## config.mk

```make
export PLATFORM = sky130hd
export DESIGN_NAME = windowed_rms_and_temperature_monitor
export DESIGN_NICKNAME = d
export VERILOG_FILES = /design/src/sv/wrms_pkg.sv /design/src/sv/windowed_rms_and_temperature_monitor.sv
export SDC_FILE = /design/constraint.sdc
export NUM_CORES = 2
export LEC_CHECK = 0
export ABC_AREA = 1
export BUFFER_PORTS_ARGS = -buffer_cell sky130_fd_sc_hd__buf_2
export CORE_ASPECT_RATIO = 1.25
export CORE_MARGIN = 2
export CORE_UTILIZATION = 40
export CTS_BUF_LIST = sky130_fd_sc_hd__clkbuf_8 sky130_fd_sc_hd__clkbuf_16
export CTS_CLUSTER_SIZE = 20
export DETAILED_ROUTE_END_ITERATION = 16
export GPL_TIMING_DRIVEN = 0
export SLEW_MARGIN = 20
export SYNTH_ARGS = -nofsm -noshare
export SYNTH_HDL_FRONTEND = slang
export SYNTH_SLANG_ARGS = --single-unit
```

## constraint.sdc

```tcl
create_clock -name clk -period 59.2 [get_ports clk]
set_input_delay 5.92 -clock clk [delete_from_list [all_inputs] [get_ports clk]]
set_output_delay 5.92 -clock clk [all_outputs]
set_load 0.005 [all_outputs]
```

## src/sv/wrms_pkg.sv

```systemverilog
`timescale 1ns / 1ps
// Package for the windowed rms and temperature monitor.
// Holds fixed-point constants and the result type; depends on nothing.
package wrms_pkg;

	// Gain reciprocals in Q7.16, the mid-scale offset in Q12.4.
	localparam int GAIN_W = 23;
	localparam logic [GAIN_W-1:0] VGAIN_Q16 = 23'd7545015;
	localparam logic [GAIN_W-1:0] IGAIN_Q16 = 23'd446127;
	localparam int FRAC_SHIFT = 20;
	localparam logic [15:0] VOFFSET_Q4 = 16'd32959;

	// Temperature is (raw * 10 - 6204) / 124, truncated toward zero.
	localparam logic [15:0] TEMP_RAW_MAX = 16'd1860;
	localparam logic [15:0] TEMP_OFF_X10 = 16'd6204;
	localparam logic [7:0] TEMP_DIV = 8'd124;

	localparam logic [15:0] WINDOW_RESET = 16'd5000;
	localparam logic [47:0] CSUM_MAX = 48'hFFFF_FFFF_FFFF;
	localparam logic [17:0] VRMS_MAX = 18'h3FFFF;
	localparam logic [13:0] IRMS_MAX = 14'h3FFF;

	localparam int DIV_STEPS = 64;
	localparam int ROOT_STEPS = 32;

	typedef struct packed {
		logic [13:0] line_irms;
		logic [17:0] line_vrms;
		logic [7:0] geyser_temperature;
		logic [7:0] ambient_temperature;
	} result_t;

endpackage

```

## src/sv/windowed_rms_and_temperature_monitor.sv

```systemverilog
`timescale 1ns / 1ps
// Per input beat: a bit-serial gain multiply, a bit-serial square, accumulate, output load.
// An item that closes a window also runs the radix-2 divider and then the square root.
// A new item is taken only in the idle state, so the next item waits until the last one
// is through; the output load itself waits until the output register is free.
// Asynchronous reset clears sums, count, held values and sets window_length to 5000.
// Depends on wrms_pkg.
module windowed_rms_and_temperature_monitor #(
	parameter int SAMPLE_BITS = 12
) (
	input  logic clk,
	input  logic arst_n,
	input  logic cfg_valid,
	output logic cfg_ready,
	input  logic [15:0] cfg_data,
	input  logic s_tvalid,
	output logic s_tready,
	// voltage_sample, current_sample, ambient_sample, geyser_sample
	input  logic [((4*SAMPLE_BITS+7)/8)*8-1:0] s_tdata,
	output logic m_tvalid,
	input  logic m_tready,
	// ambient_temperature, geyser_temperature, line_vrms, line_irms
	output logic [47:0] m_tdata,
	// rms_ready
	output logic m_tuser
);

	localparam int MAG_W = (SAMPLE_BITS + 4 > 16) ? SAMPLE_BITS + 4 : 16;
	localparam int PROD_W = MAG_W + wrms_pkg::GAIN_W;
	localparam int MW = PROD_W - wrms_pkg::FRAC_SHIFT;
	localparam int SQ_W = 2 * MW;

	localparam logic [2:0] ST_IDLE = 3'd0;
	localparam logic [2:0] ST_MUL  = 3'd1;
	localparam logic [2:0] ST_SQR  = 3'd2;
	localparam logic [2:0] ST_ACC  = 3'd3;
	localparam logic [2:0] ST_DIV  = 3'd4;
	localparam logic [2:0] ST_ROOT = 3'd5;
	localparam logic [2:0] ST_FIN  = 3'd6;

	logic [2:0] state_q;
	logic [6:0] step_q;
	logic [15:0] wlen_q;
	logic [63:0] vsum_q;
	logic [47:0] isum_q;
	logic [15:0] count_q;
	logic [7:0] held_amb_q;
	logic [7:0] held_gey_q;
	logic [17:0] held_vrms_q;
	logic [13:0] held_irms_q;
	logic win_end_q;
	logic m_tvalid_q;
	logic m_tuser_q;
	wrms_pkg::result_t m_tdata_q;

	// Lane 0 is voltage, lane 1 is current; temperature lane 0 is ambient, 1 is geyser.
	logic [PROD_W-1:0] prod_q [2];
	logic [SQ_W-1:0] sq_q [2];
	logic [MW-1:0] mcand_q [2];
	logic [MAG_W-1:0] tdv_q [2];
	logic [6:0] trem_q [2];
	logic tneg_q [2];
	logic tok_q [2];
	logic [63:0] dq_q [2];
	logic [15:0] drem_q [2];
	logic [15:0] dwin_q;
	logic [63:0] sx_q [2];
	logic [31:0] root_q [2];
	logic [33:0] srem_q [2];

	logic [SAMPLE_BITS-1:0] raw [4];
	logic [wrms_pkg::GAIN_W-1:0] gain [2];
	logic [MAG_W-1:0] mag_in [2];
	logic [MAG_W-1:0] tabs_in [2];
	logic tneg_in [2];
	logic tok_in [2];
	logic [PROD_W-1:0] prod_nx [2];
	logic [SQ_W-1:0] sq_nx [2];
	logic [MAG_W-1:0] tdv_nx [2];
	logic [6:0] trem_nx [2];
	logic [63:0] dq_nx [2];
	logic [15:0] drem_nx [2];
	logic [63:0] sx_nx [2];
	logic [31:0] root_nx [2];
	logic [33:0] srem_nx [2];
	logic [7:0] tval [2];

	logic [64:0] vtot;
	logic [48:0] itot;
	logic [63:0] vnew;
	logic [47:0] inew;
	logic [16:0] cnt1;
	logic [15:0] win_eff;
	logic at_end;
	logic [17:0] vrms_sat;
	logic [13:0] irms_sat;
	logic out_free;
	wrms_pkg::result_t res_d;

	always_comb begin
		logic [MAG_W-1:0] q4;
		logic [MAG_W-1:0] x10;
		logic [MAG_W-1:0] off;
		logic [MAG_W-1:0] toff;
		logic [wrms_pkg::GAIN_W:0] psum;
		logic [MW:0] ssum;
		logic [7:0] tr;
		logic tge;
		logic [16:0] dr;
		logic dge;
		logic [35:0] rr;
		logic [35:0] trial;
		logic sge;
		off = MAG_W'(wrms_pkg::VOFFSET_Q4);
		toff = MAG_W'(wrms_pkg::TEMP_OFF_X10);
		gain[0] = wrms_pkg::VGAIN_Q16;
		gain[1] = wrms_pkg::IGAIN_Q16;
		for (int k = 0; k < 4; k++) begin
			raw[k] = s_tdata[k*SAMPLE_BITS +: SAMPLE_BITS];
		end
		for (int k = 0; k < 2; k++) begin
			q4 = MAG_W'({raw[k], 4'b0000});
			mag_in[k] = (q4 >= off) ? q4 - off : off - q4;

			x10 = MAG_W'({raw[k+2], 3'b000}) + MAG_W'({raw[k+2], 1'b0});
			tneg_in[k] = x10 < toff;
			tabs_in[k] = tneg_in[k] ? toff - x10 : x10 - toff;
			tok_in[k] = MAG_W'(raw[k+2]) <= MAG_W'(wrms_pkg::TEMP_RAW_MAX);

			// Shift-right multiplier: one multiplier bit retires per cycle.
			psum = {1'b0, prod_q[k][PROD_W-1:MAG_W]}
				+ (prod_q[k][0] ? {1'b0, gain[k]} : '0);
			prod_nx[k] = {psum, prod_q[k][MAG_W-1:1]};

			ssum = {1'b0, sq_q[k][SQ_W-1:MW]} + (sq_q[k][0] ? {1'b0, mcand_q[k]} : '0);
			sq_nx[k] = {ssum, sq_q[k][MW-1:1]};

			tr = {trem_q[k], tdv_q[k][MAG_W-1]};
			tge = tr >= wrms_pkg::TEMP_DIV;
			trem_nx[k] = tge ? 7'(tr - wrms_pkg::TEMP_DIV) : tr[6:0];
			tdv_nx[k] = {tdv_q[k][MAG_W-2:0], tge};

			dr = {drem_q[k], dq_q[k][63]};
			dge = dr >= {1'b0, dwin_q};
			drem_nx[k] = dge ? 16'(dr - {1'b0, dwin_q}) : dr[15:0];
			dq_nx[k] = {dq_q[k][62:0], dge};

			// Digit-by-digit square root, two radicand bits per cycle.
			rr = {srem_q[k], sx_q[k][63:62]};
			trial = {2'b00, root_q[k], 2'b01};
			sge = rr >= trial;
			srem_nx[k] = sge ? 34'(rr - trial) : rr[33:0];
			root_nx[k] = {root_q[k][30:0], sge};
			sx_nx[k] = {sx_q[k][61:0], 2'b00};

			tval[k] = tneg_q[k] ? 8'(8'd0 - tdv_q[k][7:0]) : tdv_q[k][7:0];
		end
	end

	always_comb begin
		vtot = {1'b0, vsum_q} + 65'(sq_q[0]);
		itot = {1'b0, isum_q} + 49'(sq_q[1]);
		vnew = vtot[64] ? '1 : vtot[63:0];
		inew = (itot >= {1'b0, wrms_pkg::CSUM_MAX}) ? wrms_pkg::CSUM_MAX : itot[47:0];
		cnt1 = {1'b0, count_q} + 17'd1;
		win_eff = (wlen_q == 16'd0) ? 16'd1 : wlen_q;
		at_end = cnt1 >= {1'b0, win_eff};
		vrms_sat = (root_q[0] > 32'(wrms_pkg::VRMS_MAX)) ? wrms_pkg::VRMS_MAX
			: root_q[0][17:0];
		irms_sat = (root_q[1] > 32'(wrms_pkg::IRMS_MAX)) ? wrms_pkg::IRMS_MAX
			: root_q[1][13:0];
		out_free = !m_tvalid_q || m_tready;
		res_d.ambient_temperature = held_amb_q;
		res_d.geyser_temperature = held_gey_q;
		res_d.line_vrms = win_end_q ? vrms_sat : held_vrms_q;
		res_d.line_irms = win_end_q ? irms_sat : held_irms_q;
	end

	always_ff @(posedge clk or negedge arst_n) begin
		if (!arst_n) begin
			state_q <= ST_IDLE;
			step_q <= 7'd0;
			wlen_q <= wrms_pkg::WINDOW_RESET;
			vsum_q <= 64'd0;
			isum_q <= 48'd0;
			count_q <= 16'd0;
			held_amb_q <= 8'd0;
			held_gey_q <= 8'd0;
			held_vrms_q <= 18'd0;
			held_irms_q <= 14'd0;
			win_end_q <= 1'b0;
			m_tvalid_q <= 1'b0;
		end else begin
			if (cfg_valid) begin
				wlen_q <= cfg_data;
			end
			// The finished beat waits in ST_FIN until the output register is free.
			if ((state_q == ST_FIN) && out_free) begin
				m_tvalid_q <= 1'b1;
			end else if (m_tvalid_q && m_tready) begin
				m_tvalid_q <= 1'b0;
			end
			case (state_q)
				ST_IDLE: begin
					step_q <= 7'd0;
					if (s_tvalid) begin
						state_q <= ST_MUL;
					end
				end
				ST_MUL: begin
					if (step_q == 7'(MAG_W - 1)) begin
						step_q <= 7'd0;
						state_q <= ST_SQR;
					end else begin
						step_q <= step_q + 7'd1;
					end
				end
				ST_SQR: begin
					if (step_q == 7'(MW - 1)) begin
						step_q <= 7'd0;
						state_q <= ST_ACC;
					end else begin
						step_q <= step_q + 7'd1;
					end
				end
				ST_ACC: begin
					step_q <= 7'd0;
					if (tok_q[0]) begin
						held_amb_q <= tval[0];
					end
					if (tok_q[1]) begin
						held_gey_q <= tval[1];
					end
					if (at_end) begin
						vsum_q <= 64'd0;
						isum_q <= 48'd0;
						count_q <= 16'd0;
						win_end_q <= 1'b1;
						state_q <= ST_DIV;
					end else begin
						vsum_q <= vnew;
						isum_q <= inew;
						count_q <= cnt1[15:0];
						win_end_q <= 1'b0;
						state_q <= ST_FIN;
					end
				end
				ST_DIV: begin
					if (step_q == 7'(wrms_pkg::DIV_STEPS - 1)) begin
						step_q <= 7'd0;
						state_q <= ST_ROOT;
					end else begin
						step_q <= step_q + 7'd1;
					end
				end
				ST_ROOT: begin
					if (step_q == 7'(wrms_pkg::ROOT_STEPS - 1)) begin
						step_q <= 7'd0;
						state_q <= ST_FIN;
					end else begin
						step_q <= step_q + 7'd1;
					end
				end
				ST_FIN: begin
					step_q <= 7'd0;
					if (out_free) begin
						if (win_end_q) begin
							held_vrms_q <= vrms_sat;
							held_irms_q <= irms_sat;
						end
						state_q <= ST_IDLE;
					end
				end
				default: begin
					step_q <= 7'd0;
					state_q <= ST_IDLE;
				end
			endcase
		end
	end

	always_ff @(posedge clk) begin
		case (state_q)
			ST_IDLE: begin
				if (s_tvalid) begin
					for (int k = 0; k < 2; k++) begin
						prod_q[k] <= PROD_W'(mag_in[k]);
						tdv_q[k] <= tabs_in[k];
						trem_q[k] <= 7'd0;
						tneg_q[k] <= tneg_in[k];
						tok_q[k] <= tok_in[k];
					end
				end
			end
			ST_MUL: begin
				for (int k = 0; k < 2; k++) begin
					prod_q[k] <= prod_nx[k];
					tdv_q[k] <= tdv_nx[k];
					trem_q[k] <= trem_nx[k];
					if (step_q == 7'(MAG_W - 1)) begin
						sq_q[k] <= SQ_W'(prod_nx[k][PROD_W-1:wrms_pkg::FRAC_SHIFT]);
						mcand_q[k] <= prod_nx[k][PROD_W-1:wrms_pkg::FRAC_SHIFT];
					end
				end
			end
			ST_SQR: begin
				for (int k = 0; k < 2; k++) begin
					sq_q[k] <= sq_nx[k];
				end
			end
			ST_ACC: begin
				if (at_end) begin
					dq_q[0] <= vnew;
					dq_q[1] <= 64'(inew);
					drem_q[0] <= 16'd0;
					drem_q[1] <= 16'd0;
					dwin_q <= win_eff;
				end
			end
			ST_DIV: begin
				for (int k = 0; k < 2; k++) begin
					dq_q[k] <= dq_nx[k];
					drem_q[k] <= drem_nx[k];
					if (step_q == 7'(wrms_pkg::DIV_STEPS - 1)) begin
						sx_q[k] <= dq_nx[k];
						root_q[k] <= 32'd0;
						srem_q[k] <= 34'd0;
					end
				end
			end
			ST_ROOT: begin
				for (int k = 0; k < 2; k++) begin
					sx_q[k] <= sx_nx[k];
					root_q[k] <= root_nx[k];
					srem_q[k] <= srem_nx[k];
				end
			end
			ST_FIN: begin
				if (out_free) begin
					m_tdata_q <= res_d;
					m_tuser_q <= win_end_q;
				end
			end
			default: begin
			end
		endcase
	end

	assign cfg_ready = 1'b1;
	assign s_tready = (state_q == ST_IDLE);
	assign m_tvalid = m_tvalid_q;
	assign m_tdata = m_tdata_q;
	assign m_tuser = m_tuser_q;

endmodule
```

==> results list <==
- The run finished with clean final reports.
* Area share of the largest cell type after synthesis: 38.6%
- Compared with the post-synthesis result, the final layout area differs by 12.6%.
* Number of instances in the synthesized netlist: 6,882
* Gr busiest metal: met2
- Summed over all nets, the half-perimeter wirelength after detailed placement is 121,000 µm.
- Of the synthesized area, sequential elements account for 47.6%.
- After Yosys synthesis, and, or, nand and nor cells account for 22.9% of the synthesized area.
- Fraction of synthesis flops using an asynchronous set or reset pin: 21.9%
* Met1 track demand over resource: 25.6%
* Effective utilization at floorplan: 40.2%
- Port bufs: 119
- Buffers inserted to repair hold after CTS numbered 0.
* Max-slew headroom at the worst pin: 21.8%
* Register bit count reported by yosys: 931
- Static Leak: 29.3 nW
* Overall track demand over capacity in global routing: 21.2%
- Of the total power, the share spent switching nets is 22.2%.
* Post-synth EDFFs: 727
* Number of nets with antenna violations after detailed routing: 0
* Maximum number of pins on one net before global-route repair: 86
- Row count: 154
* TritonCTS clock tree: done
- Derived from the worst setup path, the maximum achievable clock frequency is 121 MHz.
* Pre-antenna DRT Iters: 6
- Buffers from clock root to sink, at most: 3
* Tightest Hold Check Type: reg -> reg
- Placed cell areas: 0.0604 mm²
- Unique masters post-synth: 65
* Worst skew pair latency: 0.72 ns
- Transition time at the pin with the least slew margin: 1.17 ns
- Post-synthesis net count: 7,251
- Across the routed clock network, the largest skew measured is 0.0561 ns.
* Number of CTS-inserted buffers: 98
- The number of gates resized after CTS was 0.
- The H-tree generated during clock tree synthesis spans 3 levels.
* Via count of the first global-routing pass: 45,900
- Mapped cell area: 0.0566 mm²
- IO Count: 121
- Clk Tree Root Cell: clkbuf_16
* Net switching power: 310 µW
* Share of post-route cells with drive strength above 1: 6.62%
* Clock-pin slew reported for the worst setup and hold paths after clock tree synthesis: 0.06 ns
* Via/cell ratio: 5.07
- After synthesis, the share of cell area in mux cells is 0%.
* Number of nets at the end of the flow: 7,502
- Count of inserted antenna diode cells: 0
* Total Die Area: 0.145 mm²
- The internal portion of the total power is 1.09 mW.
* Wire length per cell: 16.9 µm
* Fraction of synthesized cell area in xor and xnor cells: 4.16%
* Required time worst endpoint: 59.76 ns
- Final critical delay including setup and external delays: 8.28 ns
* Die X-Extent: 340 µm
* Period utilization: 14.0%
- Setup repair after global routing left no endpoint under its margin.
* DRC marker count from the first detailed-route iteration: 2,924
* Global Route met3 Usage: 2.21%
* Finished layout cell area: 0.0637 mm²
- The synthesized netlist devotes 11.5% of its cell area to compound gates.
- For the final routed database, the setup TNS stands at 0 ns.
* GR Layer Usage met2: 38.0%
* Post-Place Cells: 8,905
- Post-route non-filler standard cell count: 9,089
- CP Launch Type: input pin
- Ratio of total power to cell area: 21.9 mW/mm²
- Total via count after detailed routing: 46,100
* Filler Cell Count: 14,000
* WL final: 153,000 µm
- Category of the most critical setup path: in -> reg
- The count of final max-slew check failures was 0.
* Clock power share: 45.6%
* Main combinational cell family by area after synthesis: simple AND/OR/NAND/NOR gates
* Floorplan core area: 0.141 mm²
- After synthesis, the mean cell area works out to 8.22 µm².
- The Yosys step of the flow raised 0 warnings.
- Of all nets on the critical path, the largest fanout is 10.
* Antenna violations before repair: 1
- Remaining DRCs: 0
* Top library cells by usage in the layout, fill and taps aside: nand2_1 (2,008), inv_1 (810), edfxtp_1 (727)
* Count of buffers added by post-CTS timing repair for setup: 0
- CP arrival: 8.84 ns
- Crit. End Element: register
- Area contributors post-synth: edfxtp_1 (39%), nand2_1 (13%), dfrtp_1 (8.8%)
- The first global-routing pass estimated 245,000 µm of wire.
* Final GP Congestion: 0.944
* Worst hold slack: 0.462 ns
* Share of power burned in combinational logic: 4.1%
* Most common library cell in the layout ignoring fill and taps: nand2_1
- Share of synthesized cell area in full adder, half adder and majority cells: 6.76%
* Final global-route overflow total: 0
- The die is 425 µm tall.
* TritonCTS Sinks: 931
- The count of endpoints failing hold in the final timing report came to 0.
- Worst IR drop on VDD: 0.0210 mV
- Per report_power, the sequential group accounts for 50.3% of the total.
* Top cell type by total area after synthesis: edfxtp_1
* Final setup violating endpoints: 0
- Number of max-cap violations: 0
* Most used DFF post-synth: edfxtp_1
[final timing paths]
kind | from | endpoint | slack [ns] | cells after the start
max in group asynchronous | arst_n | held_irms_q[6] | 52.86 | 3
worst max register to register | count_q[0] | dq_q[0][16] | 54.29 | 18
min in group asynchronous | arst_n | held_gey_q[6] | 5.12 | 1
worst max-delay path | s_tdata[36] | tdv_q[0][23] | 50.92 | 15
worst min register to register | held_amb_q[2] | m_tdata[2] | 0.46 | 0
worst min-delay path | held_amb_q[2] | m_tdata[2] | 0.46 | 0
[layer usage]
| layer | vias up | share of wire, % |
|---|---|---|
| met1 | 21600 | 42 |
| met4 | 0 | 4.4 |
| met3 | 264 | 3.6 |
| li1 | 23400 | - |
| met5 | - | 0 |
| met2 | 879 | 50 |
[layout make-up]
cell class	instances	area, µm²	share of cell area (%)
clock inverter	74	691	1.08
tap	1872	2340	3.68
timing repair buffer	151	1400	2.19
clock buffer	110	2620	4.11
buffer	213	915	1.44
sequential	931	26900	42.3
inverter	816	3070	4.81
multi-input combinational	4922	25700	40.4
[power groups by stage]
stage	clock network, mW	registers [mW]	logic, mW
detailed placement	0	0.716	0.0572
floorplan	0	0.715	0.0409
global placement	0	0.716	0.0553
CTS	0.651	0.702	0.0573
global route	0.676	0.702	0.0659
finish	0.637	0.702	0.0568
[cells in the mapped netlist (12+ instances only)]
library cell  number
o21a_1            23
nand3_2           35
inv_2             13
nand3_1          269
nor3_1            80
dfrtp_1          199
o21ai_1           19
xor2_1           172
nand2_2           12
nand2_1         2009
xnor2_1           93
a31oi_1           49
o21bai_1          22
edfxtp_1         727
nand4_1           59
inv_1            798
o211ai_1          18
ha_1             290
buf_2             30
nor2_1           585
a21oi_1          427
a21boi_0          12
nor4_1            21
a21o_1            19
or2_2             18
nand3b_1          27
clkbuf_1         159
o21ai_0          553
[registers in the layout, indices dropped and copies added (netlist names), 3 cells and up]
| register | cells |
|---|---|
| held_irms_q | 14 |
| srem_q | 68 |
| prod_q | 78 |
| drem_q | 32 |
| trem_q | 14 |
| step_q | 7 |
| sx_q | 128 |
| sq_q | 76 |
| dwin_q | 16 |
| mcand_q | 38 |
| tdv_q | 32 |
| wlen_q | 16 |
| count_q | 16 |
| dq_q | 128 |
| isum_q | 48 |
| held_vrms_q | 18 |
| state_q | 3 |
| held_amb_q | 8 |
| m_tdata | 48 |
| root_q | 64 |
| vsum_q | 64 |
| held_gey_q | 8 |
[through the flow]
stage	total power, mW	setup slack (ns)	utilization [%]
after floorplan	0.756	38.54	-
after global placement	0.771	27.78	42.3
after detailed placement	0.773	50.20	42.9
after CTS	1.41	50.98	45.3
after global routing	1.44	50.72	45.3
final	1.40	50.92	45.3
[kinds of logic after synthesis]
group	Yosys count
AO/OA/AOI/OAI	1203
other	1
buffers and inverters	1029
XOR/XNOR	267
flip-flops	931
AND/OR/NAND/NOR	3151
adder cells (fa/ha/maj)	300
[critical path, cell delays in order]
cell	delay (ns)
buf_2	0.13
ha_1	0.24
fa_1	0.49
nand3_1	0.11
nand2_1	0.06
xor2_1	0.37
nand2_1	0.16
nor2_1	0.25
nand3_1	0.17
nand2_1	0.15
nand2_2	0.10
buf_2	0.19
o21ai_0	0.32
nand2_1	0.09
o21ai_0	0.09
Note: power is estimated with default switching activity, not from simulation.
